===== src/rtl/core/pmsq_pkg.sv =====
// ----------------------------------------------------------------------------
// Priority message slot queue package
// Shared sizes, codes and types of the slot queue: slot word layout, status
// codes, command codes, configuration register indexes and sequencer states.
// ----------------------------------------------------------------------------
package pmsq_pkg;

    // Storage geometry.
    localparam int SLOT_COUNT      = 256;
    localparam int PRIORITY_LEVELS = 32768;
    localparam int PAYLOAD_BITS    = 64;

    localparam int IDX_W  = (SLOT_COUNT > 1) ? $clog2(SLOT_COUNT) : 1;
    localparam int CNT_W  = $clog2(SLOT_COUNT + 1);
    localparam int PRIO_W = $clog2(PRIORITY_LEVELS);
    localparam int LEN_W  = 17;
    localparam int SEQ_W  = 64;
    localparam int MODE_W = 2;
    localparam int CAPR_W = 9;

    localparam logic [CNT_W-1:0] SLOT_END = CNT_W'(SLOT_COUNT);

    // Configuration limits and reset values.
    localparam int SIZE_LIMIT = 65536;
    localparam logic [CAPR_W-1:0] CAP_RESET  = CAPR_W'(10);
    localparam logic [LEN_W-1:0]  SIZE_RESET = LEN_W'(8192);

    // Configuration port.
    localparam int CFG_IDX_W  = 2;
    localparam int CFG_DATA_W = 17;

    typedef enum logic [CFG_IDX_W-1:0] {
        CFG_MAX_MESSAGES = 2'd0,
        CFG_MESSAGE_SIZE = 2'd1,
        CFG_ACCESS_MODE  = 2'd2
    } t_cfg_index;

    typedef enum logic [MODE_W-1:0] {
        MODE_READ_ONLY  = 2'd0,
        MODE_WRITE_ONLY = 2'd1,
        MODE_READ_WRITE = 2'd2
    } t_mode;

    typedef enum logic {
        CMD_SEND    = 1'b0,
        CMD_RECEIVE = 1'b1
    } t_cmd;

    typedef enum logic [2:0] {
        STS_OK       = 3'd0,
        STS_ACCESS   = 3'd1,
        STS_SIZE     = 3'd2,
        STS_PRIORITY = 3'd3,
        STS_FULL     = 3'd4,
        STS_EMPTY    = 3'd5
    } t_status;

    typedef enum logic [1:0] {
        ST_IDLE,
        ST_SEND_SCAN,
        ST_RECV_SCAN,
        ST_RECV_TAKE
    } t_state;

    // One slot entry as held in the slot memory.
    typedef struct packed {
        logic [PRIO_W-1:0]       prio;
        logic [LEN_W-1:0]        len;
        logic [SEQ_W-1:0]        seq;
        logic [PAYLOAD_BITS-1:0] payload;
    } t_slot_word;

    // Candidate slot presented to the compare unit along with its read data.
    typedef struct packed {
        logic             vld;
        logic             used;
        logic [IDX_W-1:0] idx;
    } t_cand;

    // Best slot found so far by the compare unit.
    typedef struct packed {
        logic             found;
        logic [IDX_W-1:0] idx;
    } t_best;

endpackage


===== src/rtl/core/pmsq_select.sv =====
// ----------------------------------------------------------------------------
// Best slot compare unit
// Takes one slot per cycle and keeps the used slot with the highest priority,
// the lowest sequence number winning on equal priority.
// ----------------------------------------------------------------------------
module pmsq_select (
    input  logic                 i_clk,
    input  logic                 i_rst_n,
    input  logic                 i_clear,
    input  pmsq_pkg::t_cand      i_cand,
    input  pmsq_pkg::t_slot_word i_word,
    output pmsq_pkg::t_best      o_best,
    output pmsq_pkg::t_slot_word o_best_word
);

    logic                          r_found;
    logic [pmsq_pkg::IDX_W-1:0]    r_idx;
    pmsq_pkg::t_slot_word          r_word;
    logic                          better;

    // The candidate wins if nothing is held yet, its priority is higher, or
    // the priorities match and it is the older message.
    always_comb begin
        better = i_cand.vld && i_cand.used &&
                 (!r_found ||
                  (i_word.prio > r_word.prio) ||
                  ((i_word.prio == r_word.prio) && (i_word.seq < r_word.seq)));
    end

    // Found flag.
    always_ff @(posedge i_clk) begin
        if (!i_rst_n) begin
            r_found <= 1'b0;
        end else if (i_clear) begin
            r_found <= 1'b0;
        end else if (better) begin
            r_found <= 1'b1;
        end
    end

    // Best slot index and contents.
    always_ff @(posedge i_clk) begin
        if (better && !i_clear) begin
            r_idx  <= i_cand.idx;
            r_word <= i_word;
        end
    end

    assign o_best.found = r_found;
    assign o_best.idx   = r_idx;
    assign o_best_word  = r_word;

endmodule


===== config.mk =====
export PLATFORM = sky130hd
export DESIGN_NAME = pmsq_select
export DESIGN_NICKNAME = d
export VERILOG_FILES = /design/src/rtl/core/pmsq_pkg.sv /design/src/rtl/core/pmsq_select.sv
export SDC_FILE = /design/constraint.sdc
export NUM_CORES = 1
export LEC_CHECK = 0
export BUFFER_PORTS_ARGS = -buffer_cell sky130_fd_sc_hd__buf_2
export CORE_MARGIN = 8
export CORE_UTILIZATION = 46
export DETAILED_ROUTE_END_ITERATION = 16
export GPL_ROUTABILITY_DRIVEN = 0
export PLACE_DENSITY = 0.8
export SETUP_SLACK_MARGIN = 0.4
export SLEW_MARGIN = 0
export SYNTH_ARGS = -nofsm -noshare
export SYNTH_HDL_FRONTEND = slang
export SYNTH_SLANG_ARGS = --single-unit

===== constraint.sdc =====
create_clock -name i_clk -period 9.4 [get_ports i_clk]
set_input_delay 1.41 -clock i_clk [delete_from_list [all_inputs] [get_ports i_clk]]
set_output_delay 1.41 -clock i_clk [all_outputs]
set_load 0.01 [all_outputs]

After elaboration in Yosys (flattened, before gate mapping)
Cells that the tools add are included.
Cells by class
  bitwise operators: 1
  reduce and logical (&&, ||, !) cells: 9
  equality and inequality tests: 1
  $lt $le $gt $ge: 2
Operators with widths (number)
  < comparator 64 bit: 1
  equality test 15 bit: 1
  greater-than comparator 15 bit: 1
  logical AND 1 bit: 4
  zero test 1 bit: 2
  logical OR 1 bit: 2
  OR reduction 2 bit: 1
  inverter 1 bit: 1
Storage, ports and cells
  output and inout port bits: 169
  register bits after elaboration: 169
  logic and storage cells: 19

Logic depth before layout (Yosys ltp)
  depth in word-level cells: 5
  gate-level depth with buffers: 8
  depth with buffers taken out: 8

Worst setup path after synthesis
OpenSTA, ideal clock, no wires.
  kind: input port to flip-flop
  start: input i_word[73] (netlist bit)
  end: register r_word (netlist bit o_best_word[0]) (enable)
  data arrival time: 6575 ps
  data required time: 8855 ps
  setup time: 545 ps
  stages on the path: 7
  slack: 2280 ps
  path through: ha_1 > a21o_1 > nand3_1 > a21oi_1 > or4_1 > a221oi_1 > a31o_1
Between the ends
  longest elaborated chain between the ends: 5
RTL lines
  start, declared: line pmsq_select.sv:11  | input pmsq_pkg::t_slot_word i_word,
  < comparator 64 bit: line pmsq_select.sv:27  | ((i_word.prio == r_word.prio) && (i_word.seq < r_word.seq)));
  logical AND 1 bit: line pmsq_select.sv:27
  logical OR 1 bit: line pmsq_select.sv:26  | (i_word.prio > r_word.prio) ||
  logical AND 1 bit: line pmsq_select.sv:24  | better = i_cand.vld && i_cand.used &&
  logical AND 1 bit: line pmsq_select.sv:43  | if (better && !i_clear) begin
  end signal, assigned: line pmsq_select.sv:45  | r_word <= i_word;
  end, declared: line pmsq_select.sv:18  | pmsq_pkg::t_slot_word r_word;
No other way between the ends.
A chain may end at the register's enable or synchronous reset.

Final worst setup path
  start: input i_word[65] (netlist bit)
  end: register r_word (netlist bit o_best_word[13]) (enable)
The elaborated chain is that of the path after synthesis.

==> qor.txt <==
first-pass GRT wire length -> 30.1 mm
Via density -> 5.00
clk sinks -> 169
max_cap viols -> 0
fmax -> 218 MHz
final WL -> 20.5 mm
kind of critical path -> in -> reg
Max H-tree Level -> 4
status -> completed
Die Ht -> 140 um
global route total overflow -> 0
WL per Instance -> 20.1 um
number of global-route vias before repair -> 5157
DR pass1 iterations -> 4
Reg clk slew, reported paths -> 0.06 ns
Area Overhead vs Synth -> 35.9%
setup TNS -> 0 ns
Arr. time, crit path -> 4.62 ns
Avg Inst Size Synth -> 15.6 sq um
initial antenna violation count -> 4
detailed placement HPWL -> 16.8 mm
flop-to-flop setup slack -> 5.54 ns
Leak -> 0.00445 uW
layout cells sized above 1 -> 0.456
worst-margin pin slew -> 0.851 ns
Filler cells -> 1130
GRT Util Overall -> 0.205
TritonCTS clock tree -> done
antenna viol nets, final -> 0
Rel. slew slack -> 0.433
post-synthesis simple-gate area fraction -> 0.0507
pwr/cell area -> 176 nW/um^2
hold depth -> 2
largest family of logic cells by synthesized area -> adder cells
Std-Cell Rows -> 45
min-delay src -> r_found$_SDFFE_PP0P_
starting density of the core -> 0.469
total number of vias -> 5087
Final Slew Violations -> 0
overall power -> 1700 uW
Die ar. -> 19700 sq um
# setup viols final -> 0
clk buf depth -> 2
die width -> 140 um
crit start category -> primary input
crit-path max FO -> 71
Top Ports -> 342
yosys warns -> 0
mux share of post-synthesis cell area -> 0
final hold vios -> 0
largest net degree at the start of global routing -> 72
fin crit share -> 0.487
Inserted Clock Buffers -> 17
Mapped Area -> 7100 sq um
root buf cell -> clkbuf_16
Buffers on Ports -> 341
Multi-input gate area -> 1730 sq um
Compound-Gate Fraction of Synth Area -> 0.0541
Final Worst Setup Slack -> 4.82 ns
pre-CTS WS -> 4.37 ns
sequential element share of the synthesized area -> 0.713
Reg2Reg Depth -> 9
CP Capture Type -> flop
post-cts hold buffer count -> 0
r2r endpoint -> o_best_word[13]$_DFFE_PP_
count of cell types in the netlist -> 35
Crit path required time -> 9.44 ns
post-synthesis xor/xnor area fraction -> 0
Worst Hold Path EP -> r_found$_SDFFE_PP0P_
drc violations -> 0
syn nets -> 705
setup bufs post-CTS -> 0
NumNets Final -> 1066
post-synthesis adder-cell area fraction -> 0.137
Worst Hold Class -> reg -> reg
#FFs+latches synth -> 169
clk_lat worst skew -> 0.42 ns
Synth Instances -> 454
skew final -> 0.0112 ns
core area -> 15100 sq um
Post-CTS Resized -> 0
peak supply drop -> 0.108 mV
Reg area -> 5060 sq um
RSZ-0062 raised after global routing -> false
post-layout min period -> 4.58 ns
DRT iter0 DRCs -> 286
reg2reg start -> o_best_word[73]$_DFFE_PP_
Critical Path Start -> i_word[65]
[final cells by class]
class,instances,share of cell area
Antenna cell,2,0.000519
Clock buffer,18,0.0445
Clock inverter,13,0.0165
Inverter,82,0.0319
Multi-Input combinational cell,202,0.179
Sequential cell,169,0.525
Tap cell,188,0.0244
Timing Repair Buffer,343,0.178
[layout by cell type, fill, tap and decap left out, types with 2 or more instances in the layout]
| master | n |
|---|---|
| nor3b_1 | 2 |
| diode_2 | 2 |
| nor2_1 | 5 |
| inv_8 | 2 |
| o21ai_0 | 10 |
| inv_1 | 82 |
| nor4_1 | 2 |
| buf_2 | 341 |
| nand4_1 | 15 |
| buf_4 | 2 |
| a311oi_1 | 2 |
| ha_1 | 78 |
| clkinv_4 | 2 |
| bufinv_16 | 2 |
| nand3_1 | 10 |
| nor2b_1 | 3 |
| clkbuf_16 | 17 |
| a211oi_1 | 2 |
| and4_1 | 2 |
| edfxtp_1 | 168 |
| a21oi_1 | 26 |
| nand2_1 | 17 |
| a21o_1 | 4 |
| a221oi_1 | 4 |
| inv_6 | 5 |
| nor3_1 | 4 |
| clkinvlp_4 | 2 |
[metal layers]
layer	vias up	routed length, um	GRT usage
met1	2390	7460	0.212
met2	226	10600	0.367
met4	6	644	0.0909
met3	40	1730	0.0731
met5	-	41	0
li1	2425	-	-
[power breakdown]
| group | total, uW | leakage, uW | switching (uW) | internal, uW |
|---|---|---|---|---|
| clock network | 694 | 0.000282 | 295 | 399 |
| registers | 864 | 0.00155 | 7.89 | 856 |
| logic | 142 | 0.00262 | 77.9 | 63.6 |
[cells in the mapped netlist]
cell | count | share of area
edfxtp_1 | 168 | 0.71
nand3_1 | 10 | 0.0070
nor2_1 | 5 | 0.0026
a21o_1 | 4 | 0.0042
a31o_1 | 2 | 0.0025
nor2b_1 | 3 | 0.0026
or4_1 | 1 | 0.0011
o2111ai_1 | 1 | 0.0012
buf_4 | 1 | 0.0011
nor3_1 | 4 | 0.0028
nand2b_4 | 1 | 0.0019
o21ai_0 | 10 | 0.0070
and4_1 | 2 | 0.0025
a2111oi_0 | 1 | 0.0012
and3_1 | 1 | 0.00088
o21bai_1 | 1 | 0.0011
nand2_1 | 17 | 0.0090
o21a_1 | 1 | 0.0011
a21boi_0 | 1 | 0.0011
o21ai_1 | 1 | 0.00070
a211oi_1 | 2 | 0.0021
o211ai_1 | 1 | 0.0011
nor3b_1 | 2 | 0.0021
inv_1 | 82 | 0.043
a311oi_1 | 2 | 0.0025
nor4_1 | 2 | 0.0018
a221oi_1 | 4 | 0.0049
a21oi_1 | 26 | 0.018
ha_1 | 78 | 0.14
nand3b_1 | 1 | 0.0011
dfxtp_1 | 1 | 0.0028
nand4_1 | 15 | 0.013
nor4b_2 | 1 | 0.0021
a211o_1 | 1 | 0.0012
a2111oi_4 | 1 | 0.0039
[critical path, stage by stage]
cell and delay (ns):
buf_2 0.11, ha_1 0.32, a2111oi_4 0.30, nor3_1 0.08
or4_1 0.46, a221oi_1 0.34, a31o_4 0.75, buf_4 0.80
[metrics by stage]
step	hold slack (ns)	cell area (sq um)	std cells	util
after floorplan	0.509	7100	454	-
after global routing	0.620	9650	1016	0.637
after global placement	0.549	9060	984	0.598
final	0.562	9650	1017	0.637
after CTS	0.563	9650	1015	0.637
after detailed placement	0.554	9060	984	0.598
[worst max path at each step]
stage / endpoint / slack (ns) / cells past startpoint
6_report: o_best_word[13]$_DFFE_PP_ / 4.82 / 8
5_1_grt: o_best_word[37]$_DFFE_PP_ / 4.60 / 9
4_1_cts: o_best_word[10]$_DFFE_PP_ / 4.82 / 8
3_5_place_dp: o_best_word[129]$_DFFE_PP_ / 4.37 / 9
3_3_place_gp: o_best_word[27]$_DFFE_PP_ / 4.44 / 8
2_1_floorplan: o_best_word[0]$_DFFE_PP_ / 2.28 / 7
[state kept, by name (all words and copies together), names as in the netlist]
register	cells
o_best_word	160
r_idx	8
r_found	1
[kinds of logic after synthesis]
family                     Yosys count
adders and majority gates           78
DFF                                169
buffers and inverters               83
and+or+nand+nor                     65
AOI/OAI and AO/OA                   59
Note: power is estimated with default switching activity, not from simulation.
